--- src/hdl/qrtp_pkg.sv ---
`timescale 1ns / 1ps
`default_nettype none
// ----------------------------------------------------------------------------
// qrtp_pkg: shared types and constants for the quaternion point transform
// Coordinate and quaternion formats, derived datapath widths, register
// indexes and the request, result and coefficient structures.
// ----------------------------------------------------------------------------
package qrtp_pkg;

    localparam int COORD_WIDTH     = 24;
    localparam int QUAT_FRAC_BITS  = 14;
    localparam int QUAT_WIDTH      = QUAT_FRAC_BITS + 2;

    // Exact quaternion products, matrix sums and rounded matrix entries.
    localparam int QPROD_WIDTH     = 2 * QUAT_WIDTH;
    localparam int QSUM_WIDTH      = QPROD_WIDTH + 2;
    localparam int ENTRY_WIDTH     = QSUM_WIDTH - QUAT_FRAC_BITS;

    // Entry times coordinate, and the sum of three of them plus offset.
    localparam int TERM_WIDTH      = ENTRY_WIDTH + COORD_WIDTH;
    localparam int ACC_WIDTH       = TERM_WIDTH + 2;

    localparam int CFG_WIDTH       = (COORD_WIDTH > QUAT_WIDTH) ? COORD_WIDTH : QUAT_WIDTH;
    localparam int CFG_INDEX_WIDTH = 3;
    localparam int QUEUE_DEPTH     = 4;

    typedef enum logic [CFG_INDEX_WIDTH-1:0] {
        REG_QUAT_W   = 3'd0,
        REG_QUAT_X   = 3'd1,
        REG_QUAT_Y   = 3'd2,
        REG_QUAT_Z   = 3'd3,
        REG_OFFSET_X = 3'd4,
        REG_OFFSET_Y = 3'd5,
        REG_OFFSET_Z = 3'd6
    } cfg_reg_t;

    typedef logic signed [COORD_WIDTH-1:0] coord_t;
    typedef logic signed [QUAT_WIDTH-1:0]  quat_t;
    typedef logic signed [ENTRY_WIDTH-1:0] entry_t;

    typedef struct packed {
        coord_t point_x;
        coord_t point_y;
        coord_t point_z;
        logic   last_point;
    } point_t;

    typedef struct packed {
        coord_t out_x;
        coord_t out_y;
        coord_t out_z;
        logic   out_last;
    } result_t;

    // Rotation matrix in row-major order and the translation offset.
    typedef struct packed {
        entry_t [8:0] m;
        coord_t [2:0] offset;
    } coef_t;

endpackage
`default_nettype wire

--- src/hdl/qrtp_queue.sv ---
`timescale 1ns / 1ps
`default_nettype none
// ----------------------------------------------------------------------------
// qrtp_queue: request queue between front and back end
// A small first-in first-out buffer that lets either side stall alone.
// ----------------------------------------------------------------------------
module qrtp_queue (
    input  wire logic              clk,
    input  wire logic              rst_n,
    input  wire logic              push_valid,
    output logic                   push_ready,
    input  wire qrtp_pkg::point_t  push_data,
    output logic                   pop_valid,
    input  wire logic              pop_ready,
    output qrtp_pkg::point_t       pop_data
);

    localparam int PTR_WIDTH = $clog2(qrtp_pkg::QUEUE_DEPTH);

    qrtp_pkg::point_t       store [qrtp_pkg::QUEUE_DEPTH];
    logic [PTR_WIDTH-1:0]   wr_ptr_reg, rd_ptr_reg;
    logic [PTR_WIDTH:0]     count_reg, count_next;
    logic                   push_fire, pop_fire;

    assign push_ready = (count_reg != (PTR_WIDTH + 1)'(qrtp_pkg::QUEUE_DEPTH));
    assign pop_valid  = (count_reg != '0);
    assign push_fire  = push_valid && push_ready;
    assign pop_fire   = pop_valid && pop_ready;
    assign pop_data   = store[rd_ptr_reg];

    always_comb
    begin
        count_next = count_reg;
        if (push_fire && !pop_fire)
        begin
            count_next = count_reg + 1'b1;
        end
        else if (pop_fire && !push_fire)
        begin
            count_next = count_reg - 1'b1;
        end
    end

    always_ff @(posedge clk or negedge rst_n)
    begin
        if (!rst_n)
        begin
            wr_ptr_reg <= '0;
            rd_ptr_reg <= '0;
            count_reg  <= '0;
        end
        else
        begin
            if (push_fire)
            begin
                wr_ptr_reg <= wr_ptr_reg + 1'b1;
            end
            if (pop_fire)
            begin
                rd_ptr_reg <= rd_ptr_reg + 1'b1;
            end
            count_reg <= count_next;
        end
    end

    always_ff @(posedge clk)
    begin
        if (push_fire)
        begin
            store[wr_ptr_reg] <= push_data;
        end
    end

endmodule
`default_nettype wire

--- config.mk ---
export PLATFORM = sky130hd
export DESIGN_NAME = qrtp_queue
export DESIGN_NICKNAME = d
export VERILOG_FILES = /design/src/hdl/qrtp_pkg.sv /design/src/hdl/qrtp_queue.sv
export SDC_FILE = /design/constraint.sdc
export NUM_CORES = 1
export LEC_CHECK = 0
export BUFFER_PORTS_ARGS = -buffer_cell sky130_fd_sc_hd__buf_2
export CAP_MARGIN = 10
export CORE_MARGIN = 2
export CORE_UTILIZATION = 41
export DETAILED_ROUTE_END_ITERATION = 10
export GPL_TIMING_DRIVEN = 0
export MAX_ROUTING_LAYER = met4
export PLACE_DENSITY = 0.71
export SLEW_MARGIN = 5
export SYNTH_ARGS = -nofsm -noshare
export SYNTH_HDL_FRONTEND = slang
export SYNTH_SLANG_ARGS = --single-unit
export TNS_END_PERCENT = 50
--- constraint.sdc ---
create_clock -name clk -period 3.8 [get_ports clk]
set_clock_uncertainty 0.05 [all_clocks]
set_input_delay 0.38 -clock clk [delete_from_list [all_inputs] [get_ports clk]]
set_output_delay 0.38 -clock clk [all_outputs]
set_load 0.005 [all_outputs]
==> reports/metrics.csv, run 1 <==
stage,metric,value,unit
placement,Final HPWL DP,12400,µm
routing,highest metal used,met4,
run,max_cap viols,0,
clock_network,maximum root-to-sink buffer count,3,
logic_synthesis,post-synthesis simple-gate area fraction,0.469,%
global_routing,total track usage,15.3,%
floorplan,num rows,59,
placement,pre-CTS WS,1560,ps
sta,Worst-Margin Slew,663,ps
placement,I/O Buffers,151,
clock_network,clk root buf,clkbuf_16,
finish,fin nets,753,
sta,max-slew violations,0,
floorplan,I/O pins,152,
critical_path,endpoint arrival time on the critical path,2090,ps
logic_synthesis,Syn. warnings,0,
clock_network,Sink Count,299,
logic_synthesis,Unique masters post-synth,19,
floorplan,Die Area,28000,µm²
finish,share of layout cells above drive strength 1,40.8,%
routing,DRT Pass-1 Iters,7,
status,status,"complete, but fails checks",
clock_network,cts bufs inserted,29,
sta,Fin Hold WS,26.0,ps
routing,DRC viols,9,
status,failing checks,design-rule violations,
clock_network,CTS tree,built,
critical_path,type of the worst setup path,reg2out,
logic_synthesis,Synth top area share,80.1,%
sta,Tmin final,2520,ps
power,Power per Cell Area,724,nW/µm²
critical_path,required time worst endpoint,3370,ps
routing,met3 WL post-DR,937,µm
sta,worst setup margin,1280,ps
clock_network,CTS resizes,0,
power,Max IR drop VDD,0.411,mV
critical_path,crit path capture type,output port,
critical_path,CP startpoint kind,flop,
global_routing,first-pass GRT wire length,32000,µm
routing,met2 WL post-DR,10700,µm
routing,DRT iter0 DRCs,355,
sta,Slew HR,55.8,%
sta,# setup viols final,0,
logic_synthesis,post-synth top area cell,edfxtp_1,
logic_synthesis,mux cell area share after synthesis,15.2,%
finish,Largest register FFs,292,
sta,Fmax achieved,398,MHz
logic_synthesis,#FFs+latches synth,299,
floorplan,DIE WIDTH,167,µm
routing,Vias per Instance,5.03,
sta,"Hold Violations, Final",0,
placement,final estimated routing congestion in global placement,0.741,
routing,final wirelength,20500,µm
logic_synthesis,XOR/XNOR share of the synthesized area,0.480,%
clock_network,"Clk Latency, worst-skew pair",540,ps
logic_synthesis,Mapped Avg Cell Area,26.3,µm²
floorplan,Initial Utilization,41.9,%
power,LEAKAGE,4.72,nW
finish,Fill cells,2052,
global_routing,initial antenna violation count,1,
critical_path,crit-path max FO,10,
global_routing,vias in the first global route,5680,
clock_network,H-Tree Level Count,1,
clock_network,"Reg clk slew, reported paths",60,ps
global_routing,GR Overflow Total,0,
routing,via count,5152,
logic_synthesis,Post-Synthesis Cells,416,
floorplan,Die Y,167,µm
logic_synthesis,syn_nets,499,
floorplan,Core ar.,26100,µm²
sta,RSZ-0062 raised after global routing,no,
logic_synthesis,"Seq/Total Area, Yosys",81.7,%
routing,WL/cell,20.0,µm
sta,crit share post-route,66.2,%
logic_synthesis,Adder-Cell Fraction of Synth Area,0.755,%
logic_synthesis,Compound-Gate Fraction of Synth Area,0.103,%
routing,metal1 wirelength,8270,µm
routing,Final ANT Viol Nets,0,
logic_synthesis,largest cells by area after synthesis,"edfxtp_1 (80%), mux4_2 (15%), dfrtp_1 (1.6%)",
hold_path,min-delay worst type,in2reg,
logic_synthesis,Synth Cell Area,10900,µm²
logic_synthesis,largest family of logic cells by synthesized area,multiplexers,
finish,Layout Area Growth over Synthesis,25.5,%
global_routing,largest net degree at the start of global routing,43,
[cell usage in the layout (no fill, tap or decap)]
cell type / Yosys / final
a21boi_2: 1 / 1
and2_4: 0 / 4
buf_16: 0 / 4
buf_2: 7 / 158
buf_4: 2 / 2
buf_6: 6 / 6
clkbuf_1: 1 / 9
clkbuf_16: 0 / 29
clkinv_1: 0 / 10
clkinv_4: 0 / 1
clkinvlp_4: 0 / 1
dfrtp_1: 7 / 7
diode_2: 0 / 1
dlygate4sd3_1: 0 / 68
edfxtp_1: 292 / 292
fa_1: 1 / 1
ha_1: 5 / 5
inv_1: 3 / 3
mux2_2: 2 / 2
mux4_2: 73 / 73
nand2_1: 2 / 2
nand3_1: 1 / 1
nor2_1: 2 / 2
or3_1: 1 / 1
xnor2_1: 4 / 4
xor2_1: 2 / 2
[cell families (layout without fill, tap and decap cells)]
family,after synthesis,count (layout)
flops,299,299
mux,75,75
buf+inv,19,291
simple gates,10,10
fa+ha+maj,6,6
xor+xnor,6,6
compound gates,1,1
other cells,0,1
[metrics by stage]
step | utilization, % | total power (W) | TNS, ps | std cells | instance area [µm²]
CTS | 52.5 | 0.0101 | 0 | 1023 | 13700
global placement | 46.4 | 0.00744 | -161910 | 902 | 12100
global route | 52.5 | 0.0104 | 0 | 1024 | 13700
finish | 52.5 | 0.00994 | 0 | 1024 | 13700
detailed placement | 46.8 | 0.00755 | 0 | 906 | 12200
floorplan | - | 0.00634 | 0 | 416 | 10900
[final timing paths]
check	slack, ps	depth (start not counted)	from	to
max	1280	4	rd_ptr_reg[0]	pop_data[45]
min	30	1	push_data[24]	store[1][24]
max reg2reg	1460	8	count_reg[1]	count_reg[2]
min reg2reg	510	1	count_reg[0]	count_reg[0]
max in group asynchronous	3390	2	rst_n	wr_ptr_reg[1]
min in group asynchronous	150	2	rst_n	count_reg[2]
[cells in the mapped netlist]
master and instances:
a21boi_2 1, and2_1 4, buf_2 7, buf_4 2
buf_6 6, clkbuf_1 1, dfrtp_1 7, edfxtp_1 292
fa_1 1, ha_1 5, inv_1 3, mux2_2 2
mux4_2 73, nand2_1 2, nand3_1 1, nor2_1 2
or3_1 1, xnor2_1 4, xor2_1 2
[per-layer routing]
metal	up-vias	GRT usage (%)
met2	123	26.7
met5	-	-
met4	0	4.16
li1	2302	-
met1	2692	18.5
met3	35	2.95
[report_power, final]
group          switching, W  leakage (nW)  internal, W
Sequential         0.000158          2.76      0.00436
Combinational       0.00145          1.58      0.00147
Clock               0.00111         0.387      0.00138
Total               0.00272          4.72      0.00722
[area by class of cell]
class	count	area (µm²)	area share [%]
sequential	299	8940	65.1
multi-input combinational	98	1870	13.7
timing repair buffer	223	1550	11.3
clock buffer	37	756	5.50
tap	335	419	3.05
buffer	16	121	0.884
clock inverter	12	53.8	0.392
inverter	3	11.3	0.0820
antenna	1	2.50	0.0182
[worst max-delay path, cell delays in order, from the launching register on]
cell     delay [ps]
dfrtp_1         400
buf_6           230
buf_6           220
mux4_2          540
buf_2           150
[repair_timing]
action                                 CTS  global route
setup buffers                            0             0
setup endpoints to repair                0             0
endpoints found under the hold margin  271             0
hold buffers                            68             0
Power figures use the tool's default switching activity.
==> run 2, diff against run 1 <==
--- a/config.mk
+++ b/config.mk
@@ -5,6 +5,7 @@
 export SDC_FILE = /design/constraint.sdc
 export NUM_CORES = 1
 export LEC_CHECK = 0
+export ABC_AREA = 1
 export BUFFER_PORTS_ARGS = -buffer_cell sky130_fd_sc_hd__buf_2
 export CAP_MARGIN = 10
 export CORE_MARGIN = 2
==> constraint.sdc (replaced) <==
create_clock -name clk -period 2.6 [get_ports clk]
set_clock_uncertainty 0.05 [all_clocks]
set_input_delay 0.26 -clock clk [delete_from_list [all_inputs] [get_ports clk]]
set_output_delay 0.26 -clock clk [all_outputs]
set_load 0.005 [all_outputs]
==> run 2 against run 1 <==
Compared with the run above:
- the flow now finishes without violations
- sequential power rose by 45%
- hold slack improved by 8.9 ps
- worst setup slack got worse by 1100 ps
==> reports/metrics.csv, run 2 <==
stage,metric,value,unit,change
hold_path,min-delay worst type,in2async,,was in2reg
logic_synthesis,"EDFF count, synth",292,,unchanged
finish,most frequent cells in the layout,"edfxtp_1 (292), nand2_1 (237), buf_2 (180)",,"was edfxtp_1 (292), buf_2 (158), mux4_2 (73)"
clock_network,cts bufs inserted,30,,was 29
critical_path,r2r setup slk,190,ps,was 1460 ps
sta,setup TNS,0,ps,unchanged
finish,fin nets,1267,,was 753
logic_synthesis,Synth top area share,73.1,%,was 80.1%
finish,Fill cells,2311,,was 2052
clock_network,Sink Count,299,,unchanged
critical_path,required time worst endpoint,2290,ps,was 3370 ps
routing,WL/cell,16.9,µm,was 20.0 µm
critical_path,RR Startpoint,count_reg[0],,was count_reg[1]
finish,"Design Area, Final",15300,µm²,was 13700 µm²
critical_path,critical-path cell list,inv_2 -> buf_6 -> buf_2 -> nand2_1 -> o211ai_1 -> nand2_1 -> buf_2,,was buf_6 -> buf_6 -> mux4_2 -> buf_2
logic_synthesis,asr flop ratio synth,2.34,%,unchanged
placement,pre-CTS WS,160,ps,was 1560 ps
logic_synthesis,Mapped Avg Cell Area,13.2,µm²,was 26.3 µm²
routing,Vias per Instance,4.84,,was 5.03
floorplan,Die Area,30600,µm²,was 28000 µm²
routing,via count,7708,,was 5152
logic_synthesis,Unique masters post-synth,17,,was 19
logic_synthesis,cell with the most instances after synthesis,edfxtp_1,,unchanged
sta,# setup viols final,0,,unchanged
clock_network,maximum root-to-sink buffer count,3,,unchanged
finish,share of layout cells above drive strength 1,21.0,%,was 40.8%
critical_path,Slowest Stage Delay on Critical Path,410,ps,was 540 ps
logic_synthesis,#FFs+latches synth,299,,unchanged
power,Power per Cell Area,1090,nW/µm²,was 724 nW/µm²
critical_path,CP max stage cell,dfrtp_1,,was mux4_2
logic_synthesis,"Seq/Total Area, Yosys",74.6,%,was 81.7%
finish,Layout Area Growth over Synthesis,27.7,%,was 25.5%
logic_synthesis,Syn. warnings,0,,unchanged
routing,DRT iter0 DRCs,429,,was 355
placement,Final HPWL DP,17200,µm,was 12400 µm
critical_path,CP startpoint kind,flop,,unchanged
sta,Slew HR,55.7,%,was 55.8%
logic_synthesis,top post-synthesis cells by count,"edfxtp_1 (292), nand2_1 (237), inv_1 (160)",,"was edfxtp_1 (292), mux4_2 (73), buf_2 (7), dfrtp_1 (7), buf_6 (6)"
finish,"commonest non-fill, non-tap cell in the layout",edfxtp_1,,unchanged
routing,DRT Pass-1 Iters,5,,was 7
floorplan,num rows,62,,was 59
clock_network,H-Tree Level Count,1,,unchanged
floorplan,I/O pins,152,,unchanged
placement,placement-stage cell area,13500,µm²,was 12200 µm²
logic_synthesis,syn_nets,994,,was 499
global_routing,first-pass GRT wire length,41800,µm,was 32000 µm
global_routing,largest net degree at the start of global routing,27,,was 43
logic_synthesis,largest cells by area after synthesis,"edfxtp_1 (73%), o211ai_1 (9.1%), nand2_1 (7.4%)",,"was edfxtp_1 (80%), mux4_2 (15%), dfrtp_1 (1.6%)"
clock_network,"Reg clk slew, reported paths",60,ps,about the same
global_routing,initial antenna violation count,1,,unchanged
critical_path,crit path capture type,output port,,unchanged
finish,Largest register FFs,292,,unchanged
power,LEAKAGE,6.23,nW,was 4.72 nW
power,overall power,0.0166,W,was 0.00994 W
sta,RSZ-0062 raised after global routing,no,,unchanged
clock_network,clk root buf,clkbuf_16,,unchanged
finish,area of the multi-input gates,2170,µm²,was 1870 µm²
critical_path,Reg2Reg Capture Point,store[1][27],,was count_reg[2]
logic_synthesis,post-synth top area cell,edfxtp_1,,unchanged
logic_synthesis,Synth Cell Area,12000,µm²,was 10900 µm²
routing,Final ANT Viol Nets,0,,unchanged
global_routing,vias in the first global route,7786,,was 5680
global_routing,GR Overflow Total,0,,unchanged
floorplan,Die Y,175,µm,was 167 µm
finish,Register Area,8940,µm²,unchanged
status,status,completed,,"was complete, but fails checks"
finish,Layout Utilization,53.2,%,was 52.5%
critical_path,endpoint arrival time on the critical path,2110,ps,was 2090 ps
global_routing,total track usage,18.2,%,was 15.3%
floorplan,DIE WIDTH,175,µm,was 167 µm
logic_synthesis,Post-Synthesis Cells,911,,was 416
clock_network,CTS tree,built,,unchanged
placement,I/O Buffers,151,,unchanged
floorplan,Core ar.,28800,µm²,was 26100 µm²
sta,"Hold Violations, Final",0,,unchanged
sta,max-slew violations,0,,unchanged
sta,Worst-Margin Slew,663,ps,about the same
sta,Fmax achieved,414,MHz,
sta,worst setup margin,183,ps,was 1280 ps
critical_path,Critical Path Start,rd_ptr_reg[0],,unchanged
critical_path,worst setup path end,pop_data[55],,was pop_data[45]
sta,crit share post-route,93.0,%,
run,max_cap viols,0,,unchanged
clock_network,"Clk Latency, worst-skew pair",540,ps,about the same
sta,Tmin final,2420,ps,
logic_synthesis,predominant post-synthesis flop cell,edfxtp_1,,unchanged
critical_path,worst reg2reg path depth,6,,was 8
critical_path,crit-path max FO,10,,unchanged
floorplan,Initial Utilization,41.7,%,was 41.9%
routing,final wirelength,26900,µm,was 20500 µm
placement,final estimated routing congestion in global placement,0.731,,was 0.741
routing,DRC viols,0,,was 9
power,Max IR drop VDD,0.476,mV,was 0.411 mV
critical_path,type of the worst setup path,reg2out,,unchanged
==> run 2: cell types whose count changed in the layout (fill, tap and decap cells not counted), moves of 8 or more <==
cell | before | now
buf_2 | 158 | 180
dlygate4sd3_1 | 68 | 76
inv_1 | 3 | 160
mux4_2 | 73 | 0
nand2_1 | 2 | 237
o211ai_1 | 0 | 146
==> run 2: repair_timing <==
item,CTS,global route
hold buffers,76,0
hold endpoints to repair,303,0
gates resized for setup,0,0
buffers inserted,0,2
setup endpoints to repair,0,10
==> run 2: per-layer routing <==
metal / track usage (%) / up-vias / share of wire (%) / routed length (µm)
met5: - / - / 0 / 0
met4: 5.00 / 0 / 2.2 / 601
met3: 2.65 / 50 / 5.6 / 1510
met2: 30.6 / 235 / 50 / 13300
met1: 23.0 / 3693 / 43 / 11400
li1: - / 3730 / - / -
==> run 2: through the flow <==
step / cells / hold slack [ps]
after floorplan: 911 / -85.6
after global placement: 1446 / 58.8
after detailed placement: 1458 / 61.0
after CTS: 1590 / 16.1
after global routing: 1593 / 36.5
final: 1593 / 34.9
==> run 2: kinds of logic (layout without fill, tap and decap cells) <==
family | after synthesis | count (layout) | share of synthesized area (%)
buffers and inverters | 209 | 506 | 7.60
DFF | 299 | 299 | 74.6
AOI/OAI and AO/OA | 147 | 147 | 9.18
adders and majority gates | 6 | 6 | 0.689
xor gates and xnor gates | 1 | 1 | 0.0730
and+or+nand+nor | 249 | 249 | 7.89
other | 0 | 1 | 0
==> run 2: how the worst min path moves through the flow <==
| stage | end | slack (ps) | cells after the start |
|---|---|---|---|
| after floorplan | count_reg[0] | -90 | 0 |
| final | wr_ptr_reg[1] | 30 | 2 |
| after detailed placement | wr_ptr_reg[1] | 60 | 1 |
| after global placement | wr_ptr_reg[1] | 60 | 1 |
| after CTS | wr_ptr_reg[1] | 20 | 2 |
| after global routing | wr_ptr_reg[1] | 40 | 2 |
==> run 2: final cells by class <==
type | instances | share of cell area, %
Inverter | 161 | 3.95
Clock buffer | 38 | 5.24
Clock inverter | 18 | 1.24
Multi-Input combinational cell | 403 | 14.2
Buffer | 48 | 2.00
Timing Repair Buffer | 241 | 11.9
Tap cell | 384 | 3.14
Antenna cell | 1 | 0.0163
Sequential cell | 299 | 58.4
==> run 2: power breakdown <==
group	leakage (nW)	switching, W	total, W	internal [W]
combinational	2.99	0.00365	0.00582	0.00217
sequential	2.76	0.000223	0.00655	0.00633
clock	0.478	0.00171	0.00428	0.00257
total	6.23	0.00558	0.0166	0.0111
==> run 2: critical path, delay by kind of cell (launching register included) <==
kind | cells | cell delay [ps]
simple gates | 2 | 250
buf+inv | 4 | 800
compound gates | 1 | 100
flops | 1 | 410
